$ cat src/rtl/mssd_pkg.sv
`default_nettype none
package mssd_pkg;

  localparam int PLACES  = 4;
  localparam int PLACE_W = (PLACES > 1) ? $clog2(PLACES) : 1;
  localparam int STORED  = 4;

  localparam logic [2:0] REQ_TICK    = 3'd0;
  localparam logic [2:0] REQ_DECIMAL = 3'd1;
  localparam logic [2:0] REQ_TIME    = 3'd2;
  localparam logic [2:0] REQ_HEX     = 3'd3;
  localparam logic [2:0] REQ_RAW     = 3'd4;

  typedef logic [3:0] digit_t;
  typedef logic [7:0] seg_t;

  typedef struct packed {
    logic              tick;
    logic              load_digits;
    logic              load_raw;
    digit_t [STORED-1:0] digits;
    seg_t   [STORED-1:0] raw;
  } upd_t;

  function automatic seg_t glyph(input logic [3:0] code);
    seg_t g;
    case (code)
      4'h0: g = 8'hFC;
      4'h1: g = 8'h60;
      4'h2: g = 8'hDA;
      4'h3: g = 8'hF2;
      4'h4: g = 8'h66;
      4'h5: g = 8'hB6;
      4'h6: g = 8'hBE;
      4'h7: g = 8'hE0;
      4'h8: g = 8'hFE;
      4'h9: g = 8'hF6;
      4'hA: g = 8'hEE;
      4'hB: g = 8'h3E;
      4'hC: g = 8'h9C;
      4'hD: g = 8'h7A;
      4'hE: g = 8'h9E;
      4'hF: g = 8'h8E;
      default: g = 8'h00;
    endcase
    return g;
  endfunction

  function automatic seg_t digit_glyph(input digit_t d);
    seg_t g;
    g = (d <= 4'd9) ? glyph(d) : 8'h00;
    return g;
  endfunction

endpackage
`default_nettype wire

$ cat src/rtl/mssd_decode.sv
`default_nettype none
module mssd_decode (
  input  wire logic [2:0]    req_type,
  input  wire logic [15:0]   number_value,
  input  wire logic [6:0]    hours,
  input  wire logic [6:0]    minutes,
  input  wire mssd_pkg::seg_t place0_segments,
  input  wire mssd_pkg::seg_t place1_segments,
  input  wire mssd_pkg::seg_t place2_segments,
  input  wire mssd_pkg::seg_t place3_segments,
  output mssd_pkg::upd_t     upd
);

  function automatic mssd_pkg::digit_t rem10(input logic [15:0] num, input logic [15:0] quo);
    logic [15:0] r;
    r = num - (quo << 3) - (quo << 1);
    return r[3:0];
  endfunction

  logic [33:0] m10, m100, m1000, m10000;
  logic [12:0] q10;
  logic [9:0]  q100;
  logic [6:0]  q1000;
  logic [2:0]  q10000;
  logic [14:0] mh, mm;
  logic [3:0]  hq, mq;
  mssd_pkg::digit_t [3:0] dec_digits, time_digits;
  mssd_pkg::seg_t   [3:0] hex_raw, given_raw;

  assign m10    = 34'(number_value) * 34'd52429;
  assign m100   = 34'(number_value) * 34'd167773;
  assign m1000  = 34'(number_value) * 34'd67109;
  assign m10000 = 34'(number_value) * 34'd107375;
  assign q10    = m10[31:19];
  assign q100   = m100[33:24];
  assign q1000  = m1000[32:26];
  assign q10000 = m10000[32:30];

  assign dec_digits[3] = rem10(number_value, 16'(q10));
  assign dec_digits[2] = rem10(16'(q10), 16'(q100));
  assign dec_digits[1] = rem10(16'(q100), 16'(q1000));
  assign dec_digits[0] = rem10(16'(q1000), 16'(q10000));

  assign mh = 15'(hours) * 15'd205;
  assign mm = 15'(minutes) * 15'd205;
  assign hq = mh[14:11];
  assign mq = mm[14:11];

  assign time_digits[0] = (hq >= 4'd10) ? hq - 4'd10 : hq;
  assign time_digits[1] = rem10(16'(hours), 16'(hq));
  assign time_digits[2] = (mq >= 4'd10) ? mq - 4'd10 : mq;
  assign time_digits[3] = rem10(16'(minutes), 16'(mq));

  assign hex_raw[0] = mssd_pkg::glyph(number_value[15:12]);
  assign hex_raw[1] = mssd_pkg::glyph(number_value[11:8]);
  assign hex_raw[2] = mssd_pkg::glyph(number_value[7:4]);
  assign hex_raw[3] = mssd_pkg::glyph(number_value[3:0]);

  assign given_raw[0] = place0_segments;
  assign given_raw[1] = place1_segments;
  assign given_raw[2] = place2_segments;
  assign given_raw[3] = place3_segments;

  always_comb begin
    upd.tick        = (req_type == mssd_pkg::REQ_TICK);
    upd.load_digits = (req_type == mssd_pkg::REQ_DECIMAL) || (req_type == mssd_pkg::REQ_TIME);
    upd.load_raw    = (req_type == mssd_pkg::REQ_HEX) || (req_type == mssd_pkg::REQ_RAW);
    upd.digits      = (req_type == mssd_pkg::REQ_TIME) ? time_digits : dec_digits;
    upd.raw         = (req_type == mssd_pkg::REQ_HEX) ? hex_raw : given_raw;
  end

endmodule
`default_nettype wire

$ cat src/rtl/mssd_store.sv
`default_nettype none
module mssd_store (
  input  wire logic           clk,
  input  wire logic           rst,
  input  wire logic           apply,
  input  wire mssd_pkg::upd_t upd,
  output mssd_pkg::seg_t      segment,
  output logic [3:0]          enable,
  output logic [1:0]          index
);

  logic [mssd_pkg::PLACE_W-1:0] scan_place, scan_place_next;
  logic                         show_raw_mode;
  mssd_pkg::digit_t [mssd_pkg::STORED-1:0] digit_store;
  mssd_pkg::seg_t   [mssd_pkg::STORED-1:0] raw_store;
  logic [1:0] sel;
  logic       in_range;

  assign scan_place_next = (32'(scan_place) == mssd_pkg::PLACES - 1) ?
                           '0 : scan_place + 1'b1;

  always_ff @(posedge clk) begin
    if (rst) begin
      scan_place    <= '0;
      show_raw_mode <= 1'b0;
      digit_store   <= '0;
      raw_store     <= '0;
    end else if (apply) begin
      if (upd.tick) begin
        scan_place <= scan_place_next;
      end
      if (upd.load_digits) begin
        digit_store   <= upd.digits;
        show_raw_mode <= 1'b0;
      end
      if (upd.load_raw) begin
        raw_store     <= upd.raw;
        show_raw_mode <= 1'b1;
      end
    end
  end

  assign sel      = 2'(scan_place);
  assign in_range = 32'(scan_place) < mssd_pkg::STORED;
  assign index    = sel;

  always_comb begin
    if (show_raw_mode) begin
      segment = in_range ? raw_store[sel] : 8'h00;
    end else begin
      segment = mssd_pkg::digit_glyph(in_range ? digit_store[sel] : 4'd0);
    end
    for (int i = 0; i < 4; i++) begin
      enable[i] = (32'(scan_place) == i);
    end
  end

endmodule
`default_nettype wire

$ cat src/rtl/multiplexed_seven_segment_driver.sv
// Result path: an accepted tick passes the input and result registers; updates give no result.
// Throughput: one beat per cycle, ticks and updates alike, unless out_stall holds a tick.
// Scan and store path: a tick sees every update accepted before it.
// Reset (rst, synchronous): place 0, digit mode, all digits and raw bytes zero, no beats held.
`default_nettype none
module multiplexed_seven_segment_driver (
  input  wire logic        clk,
  input  wire logic        rst,
  input  wire logic        in_valid,
  output logic             in_stall,
  input  wire logic [2:0]  req_type,
  input  wire logic [15:0] number_value,
  input  wire logic [6:0]  hours,
  input  wire logic [6:0]  minutes,
  input  wire logic [7:0]  place0_segments,
  input  wire logic [7:0]  place1_segments,
  input  wire logic [7:0]  place2_segments,
  input  wire logic [7:0]  place3_segments,
  output logic             out_valid,
  input  wire logic        out_stall,
  output logic [7:0]       segment_byte,
  output logic [3:0]       place_enable,
  output logic [1:0]       place_index
);

  logic        item_valid;
  logic [2:0]  item_req;
  logic [15:0] item_value;
  logic [6:0]  item_hours, item_minutes;
  mssd_pkg::seg_t item_p0, item_p1, item_p2, item_p3;

  mssd_pkg::upd_t upd;
  mssd_pkg::seg_t cur_segment;
  logic [3:0]     cur_enable;
  logic [1:0]     cur_index;
  logic           out_free, advance;

  assign out_free = !out_valid || !out_stall;
  assign advance  = item_valid && (!upd.tick || out_free);
  assign in_stall = item_valid && !advance;

  always_ff @(posedge clk) begin
    if (rst) begin
      item_valid <= 1'b0;
    end else if (!in_stall) begin
      item_valid <= in_valid;
    end
  end

  always_ff @(posedge clk) begin
    if (in_valid && !in_stall) begin
      item_req     <= req_type;
      item_value   <= number_value;
      item_hours   <= hours;
      item_minutes <= minutes;
      item_p0      <= place0_segments;
      item_p1      <= place1_segments;
      item_p2      <= place2_segments;
      item_p3      <= place3_segments;
    end
  end

  mssd_decode u_decode (
    .req_type        (item_req),
    .number_value    (item_value),
    .hours           (item_hours),
    .minutes         (item_minutes),
    .place0_segments (item_p0),
    .place1_segments (item_p1),
    .place2_segments (item_p2),
    .place3_segments (item_p3),
    .upd             (upd)
  );

  mssd_store u_store (
    .clk     (clk),
    .rst     (rst),
    .apply   (advance),
    .upd     (upd),
    .segment (cur_segment),
    .enable  (cur_enable),
    .index   (cur_index)
  );

  always_ff @(posedge clk) begin
    if (rst) begin
      out_valid <= 1'b0;
    end else if (advance && upd.tick) begin
      out_valid <= 1'b1;
    end else if (!out_stall) begin
      out_valid <= 1'b0;
    end
  end

  always_ff @(posedge clk) begin
    if (advance && upd.tick) begin
      segment_byte <= cur_segment;
      place_enable <= cur_enable;
      place_index  <= cur_index;
    end
  end

endmodule
`default_nettype wire

$ cat config.mk
export PLATFORM = sky130hd
export DESIGN_NAME = multiplexed_seven_segment_driver
export DESIGN_NICKNAME = d
export VERILOG_FILES = /design/src/rtl/mssd_pkg.sv /design/src/rtl/mssd_decode.sv /design/src/rtl/mssd_store.sv /design/src/rtl/multiplexed_seven_segment_driver.sv
export SDC_FILE = /design/constraint.sdc
export NUM_CORES = 1
export LEC_CHECK = 0
export BUFFER_PORTS_ARGS = -buffer_cell sky130_fd_sc_hd__clkbuf_2
export CORE_MARGIN = 4
export CORE_UTILIZATION = 65
export DETAILED_ROUTE_END_ITERATION = 16
export MAX_ROUTING_LAYER = met4
export PLACE_DENSITY = 0.9
export SYNTH_ARGS = -nofsm -noshare
export SYNTH_HDL_FRONTEND = slang
export SYNTH_SLANG_ARGS = --single-unit
$ cat constraint.sdc
create_clock -name clk -period 8.5 [get_ports clk]
set_clock_uncertainty 0.15 [all_clocks]
set_input_delay 0 -clock clk [delete_from_list [all_inputs] [get_ports clk]]
set_output_delay 0 -clock clk [all_outputs]
set_load 0.005 [all_outputs]
# Yosys cells after proc, flatten, opt, wreduce, memory -nomap -nowiden
# Memories as Yosys holds them, arrays and structs flattened. A register that Yosys moved wholly into a read port is not among the register bits.
# Cells that the tools add are included.
# W data, S select, Z words.
[classes]
order_cmp = 4
n_shift = 0
n_mul = 6
n_mux = 19
add_sub_neg = 15
n_eq_ne = 8
bitwise_logic = 0
n_reduce_logical = 20
div = 0
[op_table]
columns = ["cell", "count"]
rows = [
  ["$sub A4 B4 Y4", 12],
  ["$mul A16 B17 Y33 const B", 1],
  ["$mux W32", 1],
  ["$mul A16 B17 Y30 const B", 1],
  ["$mul A7 B8 Y15 const B", 2],
  ["$mul A16 B18 Y28 const B", 1],
  ["$mux W4", 7],
  ["$mux W8", 3],
  ["$mul A16 B16 Y23 const B", 1],
  ["$bmux W8 S2", 1],
  ["$mux W16", 1],
  ["$bmux W4 S2", 1],
  ["$ge A4 B4 Y1 const B", 2],
  ["$reduce_and A2 Y1", 4],
  ["$sub A4 B4 Y4 const B", 2],
  ["$eq A3 B2 Y1 const B", 2],
  ["$logic_not A1 Y1", 5],
  ["$eq A2 B2 Y1 const B", 2],
  ["$le A4 B4 Y1 const B", 1],
  ["$logic_and A1 B1 Y1", 4],
  ["$logic_or A1 B1 Y1", 4],
  ["$mux W1", 4],
  ["$eq A3 B1 Y1 const B", 1],
  ["$eq A3 B3 Y1 const B", 1],
  ["8 further kinds", 8],
]
[word_totals]
ram_bits = 0
in_bits = 69
register_bits = 132
romBits = 560
latch_bits = 0
memories = 5
out_inout_bits = 16
word_cells = 100
[mem_list]
columns = ["name", "words", "width", "read_ports", "rd_clocked_by_memory_dff", "write_ports", "line", "text"]
rows = [
  ["(no name shown)", 16, 7, 1, 1, 0, "mssd_pkg.sv:27", "case (code)"],
  ["(no name shown)", 16, 7, 1, 1, 0, "mssd_pkg.sv:27", ""],
  ["(no name shown)", 16, 7, 1, 1, 0, "mssd_pkg.sv:27", ""],
  ["(no name shown)", 16, 7, 1, 1, 0, "mssd_pkg.sv:27", ""],
  ["(no name shown)", 16, 7, 1, 0, 0, "mssd_pkg.sv:27", ""],
]

# Depth between registers and ports, before layout
# Gate-level depths: netlist of the first run.
[depth]
depth_word = 9
ltp_mapped = 30
ltp_nobuf = 30

# By module
# Synthesis of the first run repeated with hierarchy kept, for this count alone.
[hier_totals]
cells_unflattened = 2316
hier_area_um2 = 23177.2
[modules_own_cells]
columns = ["mod", "seq_area_each_um2", "area_each_um2", "n_inst", "cells_per_inst"]
rows = [
  ["mssd_decode", 0.0, 18285.0, 1, 1930],
  ["multiplexed_seven_segment_driver", 2412.3, 2464.9, 1, 92],
  ["mssd_store", 1021.0, 2427.3, 1, 294],
]

# Least setup slack after synthesis of the first run
# OpenSTA, ideal clock, no wires.
[synth_path]
path_type = "register to register"
from = "register item_value[4]"
to = "register u_store.digit_store[7] (netlist bit)"
setup_ns = 0.086
setup_slack_ns = 1.428
t_arrival_ns = 6.836
synth_period_minus_slack_ns = 7.072
stages_incl_launch_ff = 27
required_time_ns = 8.264
n_path_buf = 0
path_cell_list = "edfxtp_1 > fa_1 > inv_1 > fa_1 > inv_1 > fa_1 > fa_1 > fa_1 > inv_1 > fa_1 > inv_1 > ha_1 > and3_1 > a221oi_1 > o21ai_0 > o221a_2 > nand2b_4 > a21oi_4 > xnor2_1 > ha_1 > xor2_1 > xnor2_1 > xnor2_1 > xnor3_1 > xnor2_1 > nand2_1 > a211oi_1"
[synth_between]
elab_chain_len = 4
elab_cells_between_ends = 5
cone_classes = "add/sub: 2; mul: 2; mux: 1"
[synth_rtl]
columns = ["element", "line", "text"]
rows = [
  ["start: declaration", "multiplexed_seven_segment_driver.sv:28", "logic [15:0] item_value;"],
  ["start signal: assignment", "multiplexed_seven_segment_driver.sv:53", "item_value <= number_value;"],
  ["$mul A16 B18 Y28 or $mul A16 B17 Y30 (tied branches)", "mssd_decode.sv:31, mssd_decode.sv:32", ""],
  ["$sub A4 B4 Y4", "mssd_decode.sv:16", "r = num - (quo << 3) - (quo << 1);"],
  ["$sub A4 B4 Y4 (*)", "mssd_decode.sv:16", ""],
  ["$mux W16 (*)", "mssd_decode.sv:68", "upd.digits = (req_type == mssd_pkg::REQ_TIME) ? time_digits : dec_digits;"],
  ["end signal: assignment", "mssd_store.sv:33", "digit_store <= upd.digits;"],
  ["end: declaration", "mssd_store.sv:14", "mssd_pkg::digit_t [mssd_pkg::STORED-1:0] digit_store;"],
]
# Every way passes the cells marked *; elsewhere a longest branch is shown, timed or not.
# A chain may end at the register's enable or synchronous reset.

# Final worst setup path of the first run
[layout_path]
from = "register item_value[5]"
to = "register u_store.digit_store[3] (netlist bit)"
[layout_between]
elab_chain_len = 4
elab_cells_between_ends = 5
cone_classes = "add/sub: 2; mul: 2; mux: 1"
[layout_rtl]
columns = ["element", "line"]
rows = [
  ["$mul A16 B17 Y30 or $mul A16 B17 Y33 (tied branches)", "mssd_decode.sv:32, mssd_decode.sv:33"],
  ["$sub A4 B4 Y4", "mssd_decode.sv:16"],
  ["$sub A4 B4 Y4 (*)", "mssd_decode.sv:16"],
  ["$mux W16 (*)", "mssd_decode.sv:68"],
]
# Marked as above.

==> metrics, run 1 <==
Worst Setup SP item_value[5]; clock sink count 160; GR Util met1 0.460; setup TNS 0 ns; Die Y roughly 200 um; Clock Tree Buf Depth 2; Die W roughly 200 um; postcts setup bufs 0; P per Cell Area ~350 nW/um^2; Util after Layout 0.728; drt wl/cell 23.1 um; kind of start point of the critical path flip-flop; Initial Util 0.661; worst path required time a little under 9 ns; placed cell area about 25000 sq um; maximum vdd drop around 0.35 mV; Rows between 60 and 70; Root Driver clkbuf_16; core box area 35700 sq um; vias post-DR roughly 18000; M3 GR Usage 0.0869; vias in the first global route a little under 20000; initial antenna violation count 0; First-pass DRT Iterations 6; antenna cell count 0; Leak between 10 and 15 nW; relative slew slack 0.106; reg-to-reg startpoint item_value[5]; RSZ-0062 raised after global routing no; CTS buffer count 17; final hold vios 0; Mapped Cells 2312; total track usage 0.365; crit path DAT between 8 and 9 ns; TritonCTS clock tree done; worst min path class primary input to flip-flop; status finished, final reports clean; routability cong. 1.07; Final Setup Violations 0; r2r setup slk about 0.67 ns; Area Overhead vs Synth 10.0%; share of cells above drive strength 1 0.0766; DRT antenna net count 0; HPWL Detailed ~54000 um; class of the most critical setup path flip-flop to flip-flop; pin count of the biggest net entering global routing 79; Cell Count, Final, Fillers Out around 3000; fin area roughly 26000 sq um; Async SR Flop Fraction 0; CP max stage delay just under 0.8 ns; Mapped Area 23600 sq um; I/O Buffers 84; # DRC 0; sequential area share after synthesis 0.169; Max Slew Vio Count 0; Critical Path Sink Type flip-flop; pre-CTS WS slightly above 0.7 ns; ys flop type dfxtp_1; Placed Cells about 2900; Vias/cell just over 6; clock slew at reported path FFs about 0.080 ns; #FFs+latches synth 160; Die ar. roughly 39000 sq um; max_cap viols 0; H-tree depth 4; Least-Margin Pin Slew 1.34 ns; wirelength, routed between 60000 and 70000 um; busiest grt layer met2; GR Overflow Total 0; Critical Path Fanout Max 14; min cycle time layout about 7.8 ns; Setup WS post-layout ~0.67 ns; Post-synth EDFFs between 70 and 80; I/O Pins 85; post-synthesis cell type count between 70 and 80; DR iter-0 viols roughly 1900; NumNets Final between 3000 and 4000; final clock period utilization by the worst path 0.921; first-pass GRT wire length between 100000 and 150000 um; critical path's slowest cell edfxtp_1; Hold Startpoint rst; met2 usage 0.566; later-pin clock latency in the skew report around 0.46 ns; f_max approximately 0.13 GHz; Warnings, synthesis 0; syn_area_per_cell 10.2 sq um; syn_nets around 3200
[metal layers]
layer	routed length, um	part of all wire	up-vias
met4	3940	0.058	0
li1	-	-	7885
met2	31500	0.46	1034
met1	25900	0.38	8798
met5	0	0	-
met3	6940	0.10	323
[synth_stat cells, types with 12 or more instances]
master,number,share of area
a21o_1,15,0.0048
xnor2_1,49,0.018
mux2i_1,17,0.0072
a211oi_1,13,0.0041
nand3_1,27,0.0057
mux4_2,12,0.011
a21oi_1,62,0.013
ha_1,516,0.27
inv_1,551,0.087
nor2_1,78,0.012
nor3_1,20,0.0042
nand2_1,171,0.027
dfxtp_1,81,0.069
clkbuf_1,33,0.0052
a311oi_1,32,0.012
xor2_1,19,0.0070
nand4_1,14,0.0037
o21ai_0,53,0.011
fa_1,321,0.27
edfxtp_1,79,0.10
[report_power, final]
part           switching (W)  internal [W]
clock               0.000385      0.000391
combinational        0.00409       0.00323
sequential         0.0000419      0.000866
total                0.00451       0.00449
[repair_timing]
| action | 4_1_cts | 5_1_grt |
|---|---|---|
| hold buffers | 69 | 0 |
| endpoints found under the hold margin | 83 | 0 |
| gates resized for setup | 0 | 0 |
[worst paths after layout]
path / to / depth (start not counted)
worst min-delay path: out_valid / 3
worst min register to register: u_store.raw_store[11] / 2
worst max register to register: u_store.digit_store[3] / 29
worst max-delay path: u_store.digit_store[3] / 29
[cell families (layout without fill, tap and decap cells)]
group / count (synthesis) / in the layout / synth area share
DFF: 160 / 160 / 0.169
AOI/OAI and AO/OA: 261 / 261 / 0.0755
adders and majority gates: 837 / 837 / 0.545
buffers and inverters: 589 / 769 / 0.0937
xor gates and xnor gates: 72 / 72 / 0.0287
muxes: 31 / 31 / 0.0196
and+or+nand+nor: 362 / 362 / 0.0684
[critical path: cells and delay by family, from the launching register on]
kind / cells / cell delay (ns)
flops: 1 / 0.77
fa+ha+maj: 8 / 3.08
xor+xnor: 7 / 1.08
buf+inv: 6 / 0.67
simple gates: 1 / 0.07
compound gates: 7 / 1.88
[layout by cell type (no fill, tap or decap), types with 27 or more instances in the layout]
cell,netlist,layout
a21oi_1,62,62
inv_1,551,550
fa_1,321,321
xnor2_1,49,49
ha_1,516,516
dlygate4sd3_1,0,69
nand2_1,171,171
nand3_1,27,27
o21ai_0,53,53
nor2_1,78,78
edfxtp_1,79,79
clkbuf_2,0,84
buf_4,0,33
a311oi_1,32,32
dfxtp_1,81,81
[state kept, by name, indices dropped and copies added, names as in the netlist]
signal	flops
u_store.raw_store	32
u_decode.hex_raw	28
item_value	16
u_store.digit_store	16
item_p0	8
item_p1	8
item_p2	8
item_p3	8
segment_byte	8
item_hours	7
item_minutes	7
place_enable	4
item_req	3
place_index	2
u_store.index	2
item_valid	1
out_valid	1
u_store.show_raw_mode	1
[per-stage QoR]
step	total power (W)	hold slack (ns)
after global placement	0.00763	0.0285
after global routing	0.00988	0.0655
after detailed placement	0.00797	0.0286
after CTS	0.00884	0.00251
final	0.00900	0.0220
after floorplan	0.00616	-0.0511
[final cells by class]
| cell class | count | area (sq um) |
|---|---|---|
| clock buffers | 18 | 429 |
| fillers | 2388 | 9740 |
| repair buffers | 186 | 1360 |
| inverters | 551 | 2070 |
| multi-input cells | 1563 | 17400 |
| well taps | 461 | 577 |
| flip-flops and latches | 160 | 3990 |
| clock inverters | 14 | 144 |
(Power assumes the default switching activity.)
==> run 2: changes to the inputs <==
--- a/config.mk
+++ b/config.mk
@@ -8,8 +8,8 @@
 export BUFFER_PORTS_ARGS = -buffer_cell sky130_fd_sc_hd__clkbuf_2
 export CORE_MARGIN = 4
-export CORE_UTILIZATION = 65
+export CORE_UTILIZATION = 50
 export DETAILED_ROUTE_END_ITERATION = 16
 export MAX_ROUTING_LAYER = met4
-export PLACE_DENSITY = 0.9
+export PLACE_DENSITY = 0.74
 export SYNTH_ARGS = -nofsm -noshare
 export SYNTH_HDL_FRONTEND = slang
==> constraint.sdc (replaced) <==
create_clock -name clk -period 8.5 [get_ports clk]
set_clock_uncertainty 0.15 [all_clocks]
set_input_delay 0 -clock clk [delete_from_list [all_inputs] [get_ports clk]]
set_output_delay 0 -clock clk [all_outputs]
set_load 0.01 [all_outputs]
==> run 2 against run 1 <==
Net effect:
- via count fell by 4.8%
- critical path depth fell by 3
- core utilization decreased by 16 points
- sequential cell count did not move
- setup slack got worse by 0.11 ns
- clock-buffer cell count did not move
- combinational power about the same
- final cell count grew 5.1%
- first-iteration DRC count decreased by 19%
- total power rose by 0.44%
- wire length decreased by 3.8%
- critical endpoint is now u_store.digit_store[7]
- largest cell class unchanged
==> metrics, run 2 (synthesis gave the netlist of run 1 again) <==
later-pin clock latency in the skew report 0.45 ns (about the same); final clock period utilization by the worst path 0.934 (+0.0129); Area Overhead vs Synth 11.1%; reg-to-reg startpoint item_value[5]; class of the most critical setup path flip-flop to flip-flop; Initial Util 0.507 (-0.155); CTS Hold Buffers Added 71 (+2.9%); pin count of the biggest net entering global routing 79 (unchanged); first-pass GRT wire length 102000 um (-4.0%); RSZ-0062 raised after global routing no; I/O Pins 85 (unchanged); Vias/cell 5.53 (-9.4%); maximum vdd drop 0.517 mV (+46%); GR Overflow Total 0 (unchanged); drt wl/cell 21.2 um (-8.5%); I/O Buffers 84 (unchanged); Resized cells post-CTS 0 (unchanged); worst min path class primary input to flip-flop; Storage cell area 3990 sq um (unchanged); Worst Setup SP item_value[5]; First-pass DRT Iterations 7 (+1); reg2reg path depth 26 (-10%); WHS 0.122 ns (+0.100 ns); P per Cell Area 344 nW/um^2 (-0.56%); total track usage 0.272 (-0.0930); setup TNS 0 ns (unchanged); Clock Tree Buf Depth 2 (unchanged); Final Setup Violations 0 (unchanged); max_cap viols 0 (unchanged); f_max 0.126 GHz (-1.4%); most used cell, CP fa_1; # DRC 0 (unchanged); TritonCTS clock tree done; area of the multi-input gates 17400 sq um (unchanged); pre-CTS WS 0.664 ns (-0.0504 ns); clock sink count 160 (unchanged); Top reg by flops u_store.raw_store; HPWL Detailed 54500 um (+0.18%); max FFs per register 32 (unchanged); Util after Layout 0.563 (-0.165); routability cong. 0.976 (-8.5%); share of cells above drive strength 1 0.0766 (about the same); Rows 79 (+14%); Max Slew Vio Count 0 (unchanged); Critical Path Fanout Max 14 (unchanged); r2r setup slk 0.56 ns (-0.11 ns); Placed Cells 2998 (+5.1%); crit-path leading delay family adder cells; postcts setup bufs 0 (unchanged); Critical Path Sink Type flip-flop; Die Y 225 um (+13%); worst path required time 8.70 ns (about the same); Filler cells 3953 (+66%); relative slew slack 0.0794 (-0.0262); CTS buffer count 17 (unchanged); min cycle time layout 7.94 ns (+0.110 ns); Leak 13.4 nW (+0.32%); most frequent cells in the layout inv_1 (550), ha_1 (516), fa_1 (321); clock slew at reported path FFs 0.08 ns (about the same); crit path DAT 8.13 ns (+0.10 ns); commonest non-fill, non-tap cell in the layout inv_1; status finished, final reports clean; kind of start point of the critical path flip-flop; final hold vios 0 (unchanged); initial antenna violation count 5 (+5); CP max stage delay 0.76 ns (about the same); Cell Count, Final, Fillers Out 3105 (+5.1%); Die ar. 50800 sq um (+29%); NumNets Final 3387 (+0.059%); Setup WS post-layout 0.562 ns (-0.110 ns); vias post-DR 17200 (-4.8%); Hold Path Cell Cnt 2 (-1); DRT antenna net count 0 (unchanged); Critical Path Stages 26 (-10%); Die W 225 um (+13%); H-tree depth 4 (unchanged); buffers and inverters on the worst path 4 (-2); Root Driver clkbuf_16; vias in the first global route 18100 (-6.7%); Hold Startpoint place2_segments[7]; DR iter-0 viols 1556 (-19%); wirelength, routed 65700 um (-3.8%); critical path's slowest cell fa_1; core box area 46700 sq um (+31%); Least-Margin Pin Slew 1.38 ns (+0.0393 ns)
run 2: cell count changes in the layout (fill, tap and decap cells not counted):
cell           delta
bufinv_16         +3
clkinv_2          +1
clkinv_8          -1
clkinvlp_4        -2
diode_2           +4
dlygate4sd3_1     +2
inv_6             +1
inv_8             -2
run 2: per-layer routing:
| metal | up-vias | global-route usage | wire (um) |
|---|---|---|---|
| li1 | 7911 | - | - |
| met1 | 8505 | 0.353 | 27400 |
| met2 | 645 | 0.430 | 31000 |
| met3 | 122 | 0.0607 | 5090 |
| met4 | 0 | 0.0822 | 2280 |
| met5 | - | - | 0 |
run 2: through the flow:
stage	cell area [sq um]	power, W
6_report	26300	0.00904
5_1_grt	26300	0.0101
4_1_cts	26300	0.00904
3_5_place_dp	24900	0.00808
3_3_place_gp	24900	0.00787
2_1_floorplan	23600	0.00616
run 2: path summary, 6_finish.rpt:
kind / to
max reg2reg: u_store.digit_store[7]
min: item_p2[7]
max: u_store.digit_store[7]
min reg2reg: u_store.digit_store[5]
run 2: cell type report:
type / count / share of cell area
flip-flops and latches: 160 / 0.152
repair buffers: 188 / 0.0525
clock inverters: 14 / 0.00738
clock buffers: 18 / 0.0163
well taps: 607 / 0.0289
inverters: 551 / 0.0787
diodes: 4 / 0.000381
multi-input cells: 1563 / 0.664
run 2: where the power goes:
group | switching [W] | internal, W | total, W | leakage [nW]
Combinational | 0.00407 | 0.00323 | 0.00730 | 11.7
Clock | 0.000362 | 0.000473 | 0.000836 | 0.303
Sequential | 0.0000404 | 0.000866 | 0.000906 | 1.43
